## config.mk

```make
export PLATFORM = sky130hd
export DESIGN_NAME = speed_to_joystick_code
export DESIGN_NICKNAME = d
export VERILOG_FILES = /design/src/rtl/stj_pkg.sv /design/src/rtl/speed_to_joystick_code.sv
export SDC_FILE = /design/constraint.sdc
export NUM_CORES = 2
export LEC_CHECK = 0
export BUFFER_PORTS_ARGS = -buffer_cell sky130_fd_sc_hd__buf_2
export CAP_MARGIN = 40
export CORE_MARGIN = 1
export CORE_UTILIZATION = 30
export CTS_CLUSTER_SIZE = 28
export DETAILED_ROUTE_END_ITERATION = 8
export HOLD_SLACK_MARGIN = 0.12
export MAX_ROUTING_LAYER = met4
export PLACE_DENSITY_LB_ADDON = 0.08
export SYNTH_ARGS = -nofsm -noshare
export SYNTH_HDL_FRONTEND = slang
export SYNTH_SLANG_ARGS = --single-unit
```

## constraint.sdc

```tcl
create_clock -name clk -period 9.5 [get_ports clk]
set_input_delay 0 -clock clk [delete_from_list [all_inputs] [get_ports clk]]
set_output_delay 0 -clock clk [all_outputs]
set_load 0.05 [all_outputs]
```

## src/rtl/stj_pkg.sv

```systemverilog
// stj_pkg: shared types, constants and the sequencer microcode for speed_to_joystick_code
// no dependencies; imported by the top level
package stj_pkg;

    // fixed point formats
    localparam int SPEED_FRAC_BITS = 12;  // fraction bits of speed and yaw inputs
    localparam int COEF_FRAC_BITS  = 12;  // fraction bits of coefficients and accumulator
    localparam int IN_W            = 16;
    localparam int ACC_W           = 32;
    localparam int PROD_W          = ACC_W + IN_W;
    localparam int CMP_W           = 24;  // truncated value and clamp limits compare here

    localparam int ONE = 1 << SPEED_FRAC_BITS;

    // thresholds, compared as scaled integers
    localparam logic signed [31:0] FWD_HI_LIM = 32'(33 * ONE);   // 100*s > this
    localparam logic signed [31:0] FWD_LO_LIM = -32'(2 * ONE);   // 10*s < this
    localparam logic signed [31:0] TRN_HI_LIM = -32'(17 * ONE);  // 10*r < this

    // cubic coefficients, Q.12, rounded to nearest
    localparam logic signed [ACC_W-1:0] FWD_C3 = -32'sd58232832;
    localparam logic signed [ACC_W-1:0] FWD_C2 = -32'sd7682048;
    localparam logic signed [ACC_W-1:0] FWD_C1 = 32'sd23151411;
    localparam logic signed [ACC_W-1:0] FWD_C0 = 32'sd7981875;
    localparam logic signed [ACC_W-1:0] TRN_C3 = 32'sd751370;
    localparam logic signed [ACC_W-1:0] TRN_C2 = -32'sd78471;
    localparam logic signed [ACC_W-1:0] TRN_C1 = -32'sd4700160;
    localparam logic signed [ACC_W-1:0] TRN_C0 = 32'sd8272282;

    // configuration register indexes
    localparam logic [1:0] REG_CODE_HIGH       = 2'd0;
    localparam logic [1:0] REG_CODE_LOW        = 2'd1;
    localparam logic [1:0] REG_FORWARD_NEUTRAL = 2'd2;
    localparam logic [1:0] REG_TURN_NEUTRAL    = 2'd3;

    // lanes of the shared datapath
    localparam logic LANE_FWD = 1'b0;
    localparam logic LANE_TRN = 1'b1;

    // coefficient selects for the add step
    localparam logic [1:0] COEF_C2   = 2'd0;
    localparam logic [1:0] COEF_C1   = 2'd1;
    localparam logic [1:0] COEF_C0   = 2'd2;
    localparam logic [1:0] COEF_NONE = 2'd3;

    localparam int STEP_W = 3;
    localparam logic [STEP_W-1:0] STEP_FIN = 3'd7;

    typedef struct packed {
        logic              mul_en;     // product register takes acc * operand
        logic              mul_lane;
        logic              add_en;     // accumulator takes floor(prod / 2^F) + coef
        logic              add_lane;
        logic [1:0]        coef_sel;
        logic              fin;        // truncate, clamp and present result
        logic              skip_jmp;   // jump when neither lane needs its cubic
        logic [STEP_W-1:0] jmp_target;
    } ucode_t;

    function automatic logic signed [ACC_W-1:0] coef_lookup(input logic lane,
                                                             input logic [1:0] sel);
        logic signed [ACC_W-1:0] c;
        c = '0;
        case ({lane, sel})
            {LANE_FWD, COEF_C2}: c = FWD_C2;
            {LANE_FWD, COEF_C1}: c = FWD_C1;
            {LANE_FWD, COEF_C0}: c = FWD_C0;
            {LANE_TRN, COEF_C2}: c = TRN_C2;
            {LANE_TRN, COEF_C1}: c = TRN_C1;
            {LANE_TRN, COEF_C0}: c = TRN_C0;
            default:             c = '0;
        endcase
        return c;
    endfunction

    // two interleaved horner cubics on one multiplier and one adder
    function automatic ucode_t ucode_rom(input logic [STEP_W-1:0] step);
        ucode_t w;
        w = '0;
        case (step)
            3'd0: w = '{1'b1, LANE_FWD, 1'b0, LANE_FWD, COEF_NONE, 1'b0, 1'b1, STEP_FIN};
            3'd1: w = '{1'b1, LANE_TRN, 1'b1, LANE_FWD, COEF_C2,   1'b0, 1'b0, 3'd0};
            3'd2: w = '{1'b1, LANE_FWD, 1'b1, LANE_TRN, COEF_C2,   1'b0, 1'b0, 3'd0};
            3'd3: w = '{1'b1, LANE_TRN, 1'b1, LANE_FWD, COEF_C1,   1'b0, 1'b0, 3'd0};
            3'd4: w = '{1'b1, LANE_FWD, 1'b1, LANE_TRN, COEF_C1,   1'b0, 1'b0, 3'd0};
            3'd5: w = '{1'b1, LANE_TRN, 1'b1, LANE_FWD, COEF_C0,   1'b0, 1'b0, 3'd0};
            3'd6: w = '{1'b0, LANE_FWD, 1'b1, LANE_TRN, COEF_C0,   1'b0, 1'b0, 3'd0};
            3'd7: w = '{1'b0, LANE_FWD, 1'b0, LANE_FWD, COEF_NONE, 1'b1, 1'b0, 3'd0};
            default: w = '0;
        endcase
        return w;
    endfunction

endpackage

```

## src/rtl/speed_to_joystick_code.sv

```systemverilog
// speed_to_joystick_code: maps forward speed and yaw rate to two joystick voltage codes
// depends on stj_pkg (formats, coefficients, microcode rom)
//
// usage
//   input channel : forward_speed, yaw_rate (signed q3.12) with in_valid / in_stall;
//                   a beat moves when in_valid is high and in_stall is low
//   output channel: forward_code, turn_code with out_valid / out_stall, same rule
//   config channel: cfg_valid / cfg_ready with cfg_index and cfg_data; cfg_ready is
//                   always high, write only while the block is idle
//   an input beat equal to the previous one (after the first since reset) is taken
//   and dropped with no result
//   a new input runs an 8-step microprogram: the two horner cubics share one
//   multiplier and one adder, interleaved, and the result is registered at the last
//   step; in_stall stays high after the input beat until that last step writes the
//   output register, so no new input is taken meanwhile; when both inputs take a
//   fixed code the program jumps straight from its first step to its last step
//   the result sits in an output register; a stalled receiver holds it there and the
//   block still takes the next input, but the last step waits until that register
//   is free
//   reset: configuration and control registers back to their defaults, no result pending, no item seen
module speed_to_joystick_code #(
    parameter int CODE_WIDTH = 12
) (
    input  logic                  clk,
    input  logic                  rst_n,
    // input channel
    input  logic                  in_valid,
    output logic                  in_stall,
    input  logic signed [15:0]    forward_speed,
    input  logic signed [15:0]    yaw_rate,
    // output channel
    output logic                  out_valid,
    input  logic                  out_stall,
    output logic [CODE_WIDTH-1:0] forward_code,
    output logic [CODE_WIDTH-1:0] turn_code,
    // configuration channel
    input  logic                  cfg_valid,
    output logic                  cfg_ready,
    input  logic [1:0]            cfg_index,
    input  logic [CODE_WIDTH-1:0] cfg_data
);
    import stj_pkg::*;

    // configuration registers
    logic [CODE_WIDTH-1:0] code_high_reg, code_low_reg;
    logic [CODE_WIDTH-1:0] fwd_neutral_reg, trn_neutral_reg;

    // sequencer control
    logic              busy_reg, busy_next;
    logic [STEP_W-1:0] step_reg, step_next;
    logic              seen_reg, seen_next;
    logic              out_valid_reg, out_valid_next;

    // datapath
    logic signed [IN_W-1:0]   fwd_reg, fwd_next;   // doubles as the last forward seen
    logic signed [IN_W-1:0]   yaw_reg, yaw_next;   // doubles as the last yaw seen
    logic signed [ACC_W-1:0]  acc_f_reg, acc_f_next;
    logic signed [ACC_W-1:0]  acc_t_reg, acc_t_next;
    logic signed [PROD_W-1:0] prod_reg, prod_next;
    logic [CODE_WIDTH-1:0]    fcode_reg, fcode_next;
    logic [CODE_WIDTH-1:0]    tcode_reg, tcode_next;

    ucode_t ucw;

    logic in_fire, same_item, start;
    logic fin_fire;

    logic signed [31:0] s_ext, r_ext;
    logic fwd_hi, fwd_lo, fwd_zero, trn_hi, trn_zero;
    logic fwd_fixed, trn_fixed;

    logic signed [ACC_W-1:0]  mul_a;
    logic signed [IN_W-1:0]   mul_b;
    logic signed [PROD_W-1:0] prod_shift;
    logic signed [ACC_W-1:0]  add_res;

    logic [CODE_WIDTH-1:0] fwd_cubic_code, trn_cubic_code;

    // truncate a q.12 accumulator toward zero, then clamp high first, low second
    function automatic logic [CODE_WIDTH-1:0] clamp_code(
        input logic signed [ACC_W-1:0] acc,
        input logic [CODE_WIDTH-1:0]   hi,
        input logic [CODE_WIDTH-1:0]   lo
    );
        logic signed [ACC_W-1:0] adj;
        logic signed [ACC_W-1:0] val;
        logic signed [CMP_W-1:0] v;
        logic signed [CMP_W-1:0] hi_s, lo_s;
        adj  = acc + (acc[ACC_W-1] ? ACC_W'((1 << COEF_FRAC_BITS) - 1) : '0);
        val  = adj >>> COEF_FRAC_BITS;
        v    = val[CMP_W-1:0];
        hi_s = $signed({{(CMP_W-CODE_WIDTH){1'b0}}, hi});
        lo_s = $signed({{(CMP_W-CODE_WIDTH){1'b0}}, lo});
        if (v > hi_s)
            return hi;
        else if (v < lo_s)
            return lo;
        else
            return v[CODE_WIDTH-1:0];
    endfunction

    assign cfg_ready = 1'b1;
    assign in_stall  = busy_reg;
    assign out_valid = out_valid_reg;
    assign forward_code = fcode_reg;
    assign turn_code    = tcode_reg;

    // configuration writes
    always_ff @(posedge clk or negedge rst_n)
    begin
        if (!rst_n)
        begin
            code_high_reg   <= CODE_WIDTH'(2800);
            code_low_reg    <= CODE_WIDTH'(850);
            fwd_neutral_reg <= CODE_WIDTH'(1987);
            trn_neutral_reg <= CODE_WIDTH'(1994);
        end
        else if (cfg_valid && cfg_ready)
        begin
            unique case (cfg_index)
                REG_CODE_HIGH:       code_high_reg   <= cfg_data;
                REG_CODE_LOW:        code_low_reg    <= cfg_data;
                REG_FORWARD_NEUTRAL: fwd_neutral_reg <= cfg_data;
                REG_TURN_NEUTRAL:    trn_neutral_reg <= cfg_data;
                default:             ;
            endcase
        end
    end

    // special ranges of the latched inputs
    always_comb
    begin
        s_ext     = 32'(fwd_reg);
        r_ext     = 32'(yaw_reg);
        fwd_hi    = (s_ext * 32'sd100) > FWD_HI_LIM;
        fwd_lo    = (s_ext * 32'sd10) < FWD_LO_LIM;
        fwd_zero  = (fwd_reg == '0);
        trn_hi    = (r_ext * 32'sd10) < TRN_HI_LIM;
        trn_zero  = (yaw_reg == '0);
        fwd_fixed = fwd_hi || fwd_lo || fwd_zero;
        trn_fixed = trn_hi || trn_zero;
    end

    assign ucw = ucode_rom(step_reg);

    // shared multiply and add
    always_comb
    begin
        mul_a      = (ucw.mul_lane == LANE_TRN) ? acc_t_reg : acc_f_reg;
        mul_b      = (ucw.mul_lane == LANE_TRN) ? yaw_reg : fwd_reg;
        prod_shift = prod_reg >>> SPEED_FRAC_BITS;
        add_res    = $signed(prod_shift[ACC_W-1:0])
                   + coef_lookup(ucw.add_lane, ucw.coef_sel);
    end

    assign fwd_cubic_code = clamp_code(acc_f_reg, code_high_reg, code_low_reg);
    assign trn_cubic_code = clamp_code(acc_t_reg, code_high_reg, code_low_reg);

    always_comb
    begin
        in_fire   = in_valid && !in_stall;
        same_item = seen_reg && (forward_speed == fwd_reg) && (yaw_rate == yaw_reg);
        start     = in_fire && !same_item;
        // last step may only write the output register once it is free
        fin_fire  = busy_reg && ucw.fin && (!out_valid_reg || !out_stall);

        busy_next      = busy_reg;
        step_next      = step_reg;
        seen_next      = seen_reg;
        fwd_next       = fwd_reg;
        yaw_next       = yaw_reg;
        acc_f_next     = acc_f_reg;
        acc_t_next     = acc_t_reg;
        prod_next      = prod_reg;
        fcode_next     = fcode_reg;
        tcode_next     = tcode_reg;
        out_valid_next = out_valid_reg && out_stall;

        if (start)
        begin
            busy_next  = 1'b1;
            step_next  = '0;
            seen_next  = 1'b1;
            fwd_next   = forward_speed;
            yaw_next   = yaw_rate;
            acc_f_next = FWD_C3;
            acc_t_next = TRN_C3;
        end
        else if (busy_reg)
        begin
            if (ucw.mul_en)
                prod_next = PROD_W'(mul_a) * PROD_W'(mul_b);
            if (ucw.add_en)
            begin
                if (ucw.add_lane == LANE_TRN)
                    acc_t_next = add_res;
                else
                    acc_f_next = add_res;
            end

            if (ucw.fin)
            begin
                if (fin_fire)
                begin
                    if (fwd_hi)
                        fcode_next = code_high_reg;
                    else if (fwd_lo)
                        fcode_next = code_low_reg;
                    else if (fwd_zero)
                        fcode_next = fwd_neutral_reg;
                    else
                        fcode_next = fwd_cubic_code;

                    if (trn_hi)
                        tcode_next = code_high_reg;
                    else if (trn_zero)
                        tcode_next = trn_neutral_reg;
                    else
                        tcode_next = trn_cubic_code;

                    out_valid_next = 1'b1;
                    busy_next      = 1'b0;
                end
            end
            else if (ucw.skip_jmp && fwd_fixed && trn_fixed)
                step_next = ucw.jmp_target;
            else
                step_next = step_reg + 1'b1;
        end
    end

    // control state
    always_ff @(posedge clk or negedge rst_n)
    begin
        if (!rst_n)
        begin
            busy_reg      <= 1'b0;
            step_reg      <= '0;
            seen_reg      <= 1'b0;
            out_valid_reg <= 1'b0;
            fwd_reg       <= '0;
            yaw_reg       <= '0;
        end
        else
        begin
            busy_reg      <= busy_next;
            step_reg      <= step_next;
            seen_reg      <= seen_next;
            out_valid_reg <= out_valid_next;
            fwd_reg       <= fwd_next;
            yaw_reg       <= yaw_next;
        end
    end

    // payload, no reset
    always_ff @(posedge clk)
    begin
        acc_f_reg <= acc_f_next;
        acc_t_reg <= acc_t_next;
        prod_reg  <= prod_next;
        fcode_reg <= fcode_next;
        tcode_reg <= tcode_next;
    end

endmodule

```

==> impl_results.rst <==
.. list-table::
   :header-rows: 1

   * - Metric
     - Value
   * - Result of the run
     - finished clean
   * - Flop2flop setup slack
     - 1100 ps
   * - Hold EP
     - fwd_reg[15]
   * - Total area of multi-input combinational cells
     - 24120 um2
   * - Port-buffer cells
     - 76
   * - Cell area after synthesis
     - 32200 um2
   * - Total Nets Final
     - 4577
   * - Final count of pins violating max slew
     - 0
   * - Top Ports
     - 78
   * - Largest net degree at the start of global routing
     - 66
   * - Cell count along the critical path
     - 28
   * - Count of warnings emitted by yosys
     - 0
   * - Achievable Freq
     - ~0.12 GHz
   * - Worst Skew
     - 19.93 ps
   * - Antenna violations before repair
     - 1
   * - Kind of cell with the highest combined delay on the critical path
     - adder cells
   * - Async set-or-reset flop fraction in the synthesized netlist
     - 0.4175
   * - Final antenna-violating net count
     - 0
   * - Relative slew slack
     - 0.3926
   * - Worst-Skew Late Latency
     - 580 ps
   * - Detailed-route wire length per cell
     - approximately 22 um
   * - Diodes inserted
     - 0
   * - Total number of vias
     - roughly 25000
   * - Layout filler cell count
     - 11127
   * - Buffer and inverter count on the worst path
     - 7
   * - Placed wire-length estimate
     - 92.31 mm
   * - Type of element launching the critical path
     - register
   * - Total congestion overflow
     - 0
   * - Register area
     - 5146 um2
   * - Worst setup EP type
     - register
   * - Total die area
     - 108700 um2
   * - Flip-flop and latch count after synthesis
     - 206
   * - Residual DRC count
     - 0
   * - Layout cells sized above 1
     - 0.1028
   * - Sink count of the clock tree
     - 206
   * - Final Setup Violations
     - 0
   * - Wire length of the first global-routing pass
     - approximately 170 mm
   * - Die outline width
     - 329.6 um
   * - Hold path start
     - forward_speed[15]
   * - Level count of the clock H-tree
     - 1
   * - Count of distinct cell types in the synthesized netlist
     - 91
   * - Die Ht
     - 329.6 um
   * - Delay of the slowest cell on the worst path
     - 640 ps
   * - Commonest cells after routing, fill and taps aside
     - inv_1, fa_1, nand2_1
   * - Core ar.
     - between 100000 and 150000 um2
   * - Gr usage total
     - 0.2153
   * - Number of buffers on the longest clock path
     - 3
   * - Critical Path Slowest Stage Cell
     - mux2i_4
   * - Post-synth EDFFs
     - 56
   * - Crit Path Class
     - register to register
   * - Post-cts gate resize count
     - 0
   * - Reg2reg end
     - prod_reg[42]
   * - Iteration count of the initial detailed-routing pass
     - 5
   * - Number of standard cells after synthesis
     - between 3000 and 4000
   * - Critical Path AT
     - 8720 ps
   * - Number of rows in the core area
     - around 120
   * - Detailed Route WL
     - 110.9 mm
   * - Slew of the pin with the lowest slew margin
     - 907.7 ps
   * - Clock slew at reported path FFs
     - 70 ps
   * - RD Place Congestion
     - about 0.84
   * - Critical R2R Launch
     - step_reg[1]
   * - Cell type with the highest occurrence count on the critical path
     - fa_1
   * - Worst hold path cell count
     - 4
   * - Sequential element share of the synthesized area
     - 0.1598
   * - Number of violations of the max-capacitance limit
     - 0
   * - RSZ-0062 raised after global routing
     - false
   * - Average footprint of a synthesized cell
     - 8.971 um2
   * - Number of failing hold endpoints at the final stage
     - 0
   * - Root buf cell
     - clkbuf_16
   * - Number of nets produced by synthesis
     - 4431
   * - Worst min-delay path class
     - primary input to register
   * - Total Neg Setup Slack
     - 0 ps
   * - Most frequent standard cell in the layout excluding fill and tap cells
     - inv_1
   * - Area added between synthesis and finish
     - 12.72%
   * - Initial Utilization
     - 0.3042
   * - TritonCTS clock tree
     - done
   * - Number of cell instances on the worst register-to-register path
     - 28
   * - Highest fanout seen on the critical path
     - 21
   * - Cts bufs inserted
     - 26
   * - Required time reported for the critical path endpoint
     - 9820 ps
   * - Clock period minus worst slack
     - 8396 ps
   * - Via density per instance
     - 4.842
   * - First-iteration detailed-routing DRC count
     - 1494
   * - Share of the clock period used by the worst path
     - 0.8838
   * - Via count of the first global-routing pass
     - around 26000
   * - Main synth FF type
     - dfxtp_1
[stage by stage]
step                  util  worst slack (ps)  area [um2]  hold slack, ps  cells
floorplan                -              1701       32200          -295.6   3590
global placement    0.3259              1166       34500          -17.69   5011
detailed placement  0.3274              1115       34660          -9.258   5023
CTS                 0.3429              1047       36300           158.0   5147
global route        0.3429             628.2       36300           206.6   5147
finish              0.3429              1104       36300           192.5   5147
[synthesized netlist by cell type (all sizes together), types with 18 or more instances]
cell / number / area, um2
nor2: 329 / 1235
nand2: 460 / 1727
buf: 22 / 116.4
dfxtp: 64 / 1281
edfxtp: 56 / 1682
ha: 323 / 4041
o21a: 19 / 142.6
a21oi: 137 / 696.9
o21ai: 108 / 540.5
a211oi: 19 / 147.6
fa: 467 / 9349
nand4: 31 / 206.4
dfstp: 25 / 656.9
nor3: 32 / 165.2
and3: 18 / 112.6
a21o: 49 / 367.9
nand3: 28 / 140.1
dfrtp: 61 / 1526
xor2: 48 / 420.4
clkbuf: 92 / 345.3
mux2: 110 / 1239
mux2i: 54 / 556.8
xnor2: 106 / 928.4
inv: 687 / 2579
[cells by family after synthesis]
kind of cell,count (synthesis),synth area share
buf+inv,801,0.09441
xor+xnor,154,0.04188
flops,206,0.1598
fa+ha+maj,790,0.4158
other cells,1,0.0001164
simple gates,1002,0.1336
compound gates,472,0.09861
mux,164,0.05575
[worst max-delay path by stage]
stage	start	to	slack [ps]
2_1_floorplan	step_reg[1]	prod_reg[40]	1700
3_3_place_gp	step_reg[1]	prod_reg[42]	1170
6_report	step_reg[1]	prod_reg[42]	1100
3_5_place_dp	step_reg[1]	prod_reg[42]	1120
5_1_grt	step_reg[1]	prod_reg[42]	630
4_1_cts	step_reg[1]	prod_reg[42]	1050
[layout make-up]
class	instances	share of cell area
Clock buffer	39	0.02182
Multi-Input combinational cell	2583	0.6644
Clock inverter	9	0.002240
Tap cell	1391	0.04794
Sequential cell	206	0.1418
Inverter	687	0.07104
Timing Repair Buffer	232	0.05080
[worst min-delay path, cell delays in order]
cell,delay [ps]
dlygate4sd3_1,520
buf_2,110
nand2_1,40
o21ai_0,60
[layer usage]
| layer | track usage | part of all wire | vias up | wire [um] |
|---|---|---|---|---|
| li1 | - | - | 11781 | - |
| met1 | 0.2899 | 0.47 | 12678 | 52440 |
| met2 | 0.3629 | 0.49 | 396 | 53860 |
| met3 | 0.01279 | 0.026 | 69 | 2897 |
| met4 | 0.03080 | 0.015 | 0 | 1658 |
| met5 | - | 0 | - | 0 |
[repair_timing]
action	CTS	global route
hold endpoints to repair	167	0
endpoints found under the setup margin	0	0
setup buffers	0	0
hold buffers	76	0
Power is left out: the tool's default activity adds up to more than one toggle a clock period on the data nets, which glitch-free logic cannot reach.
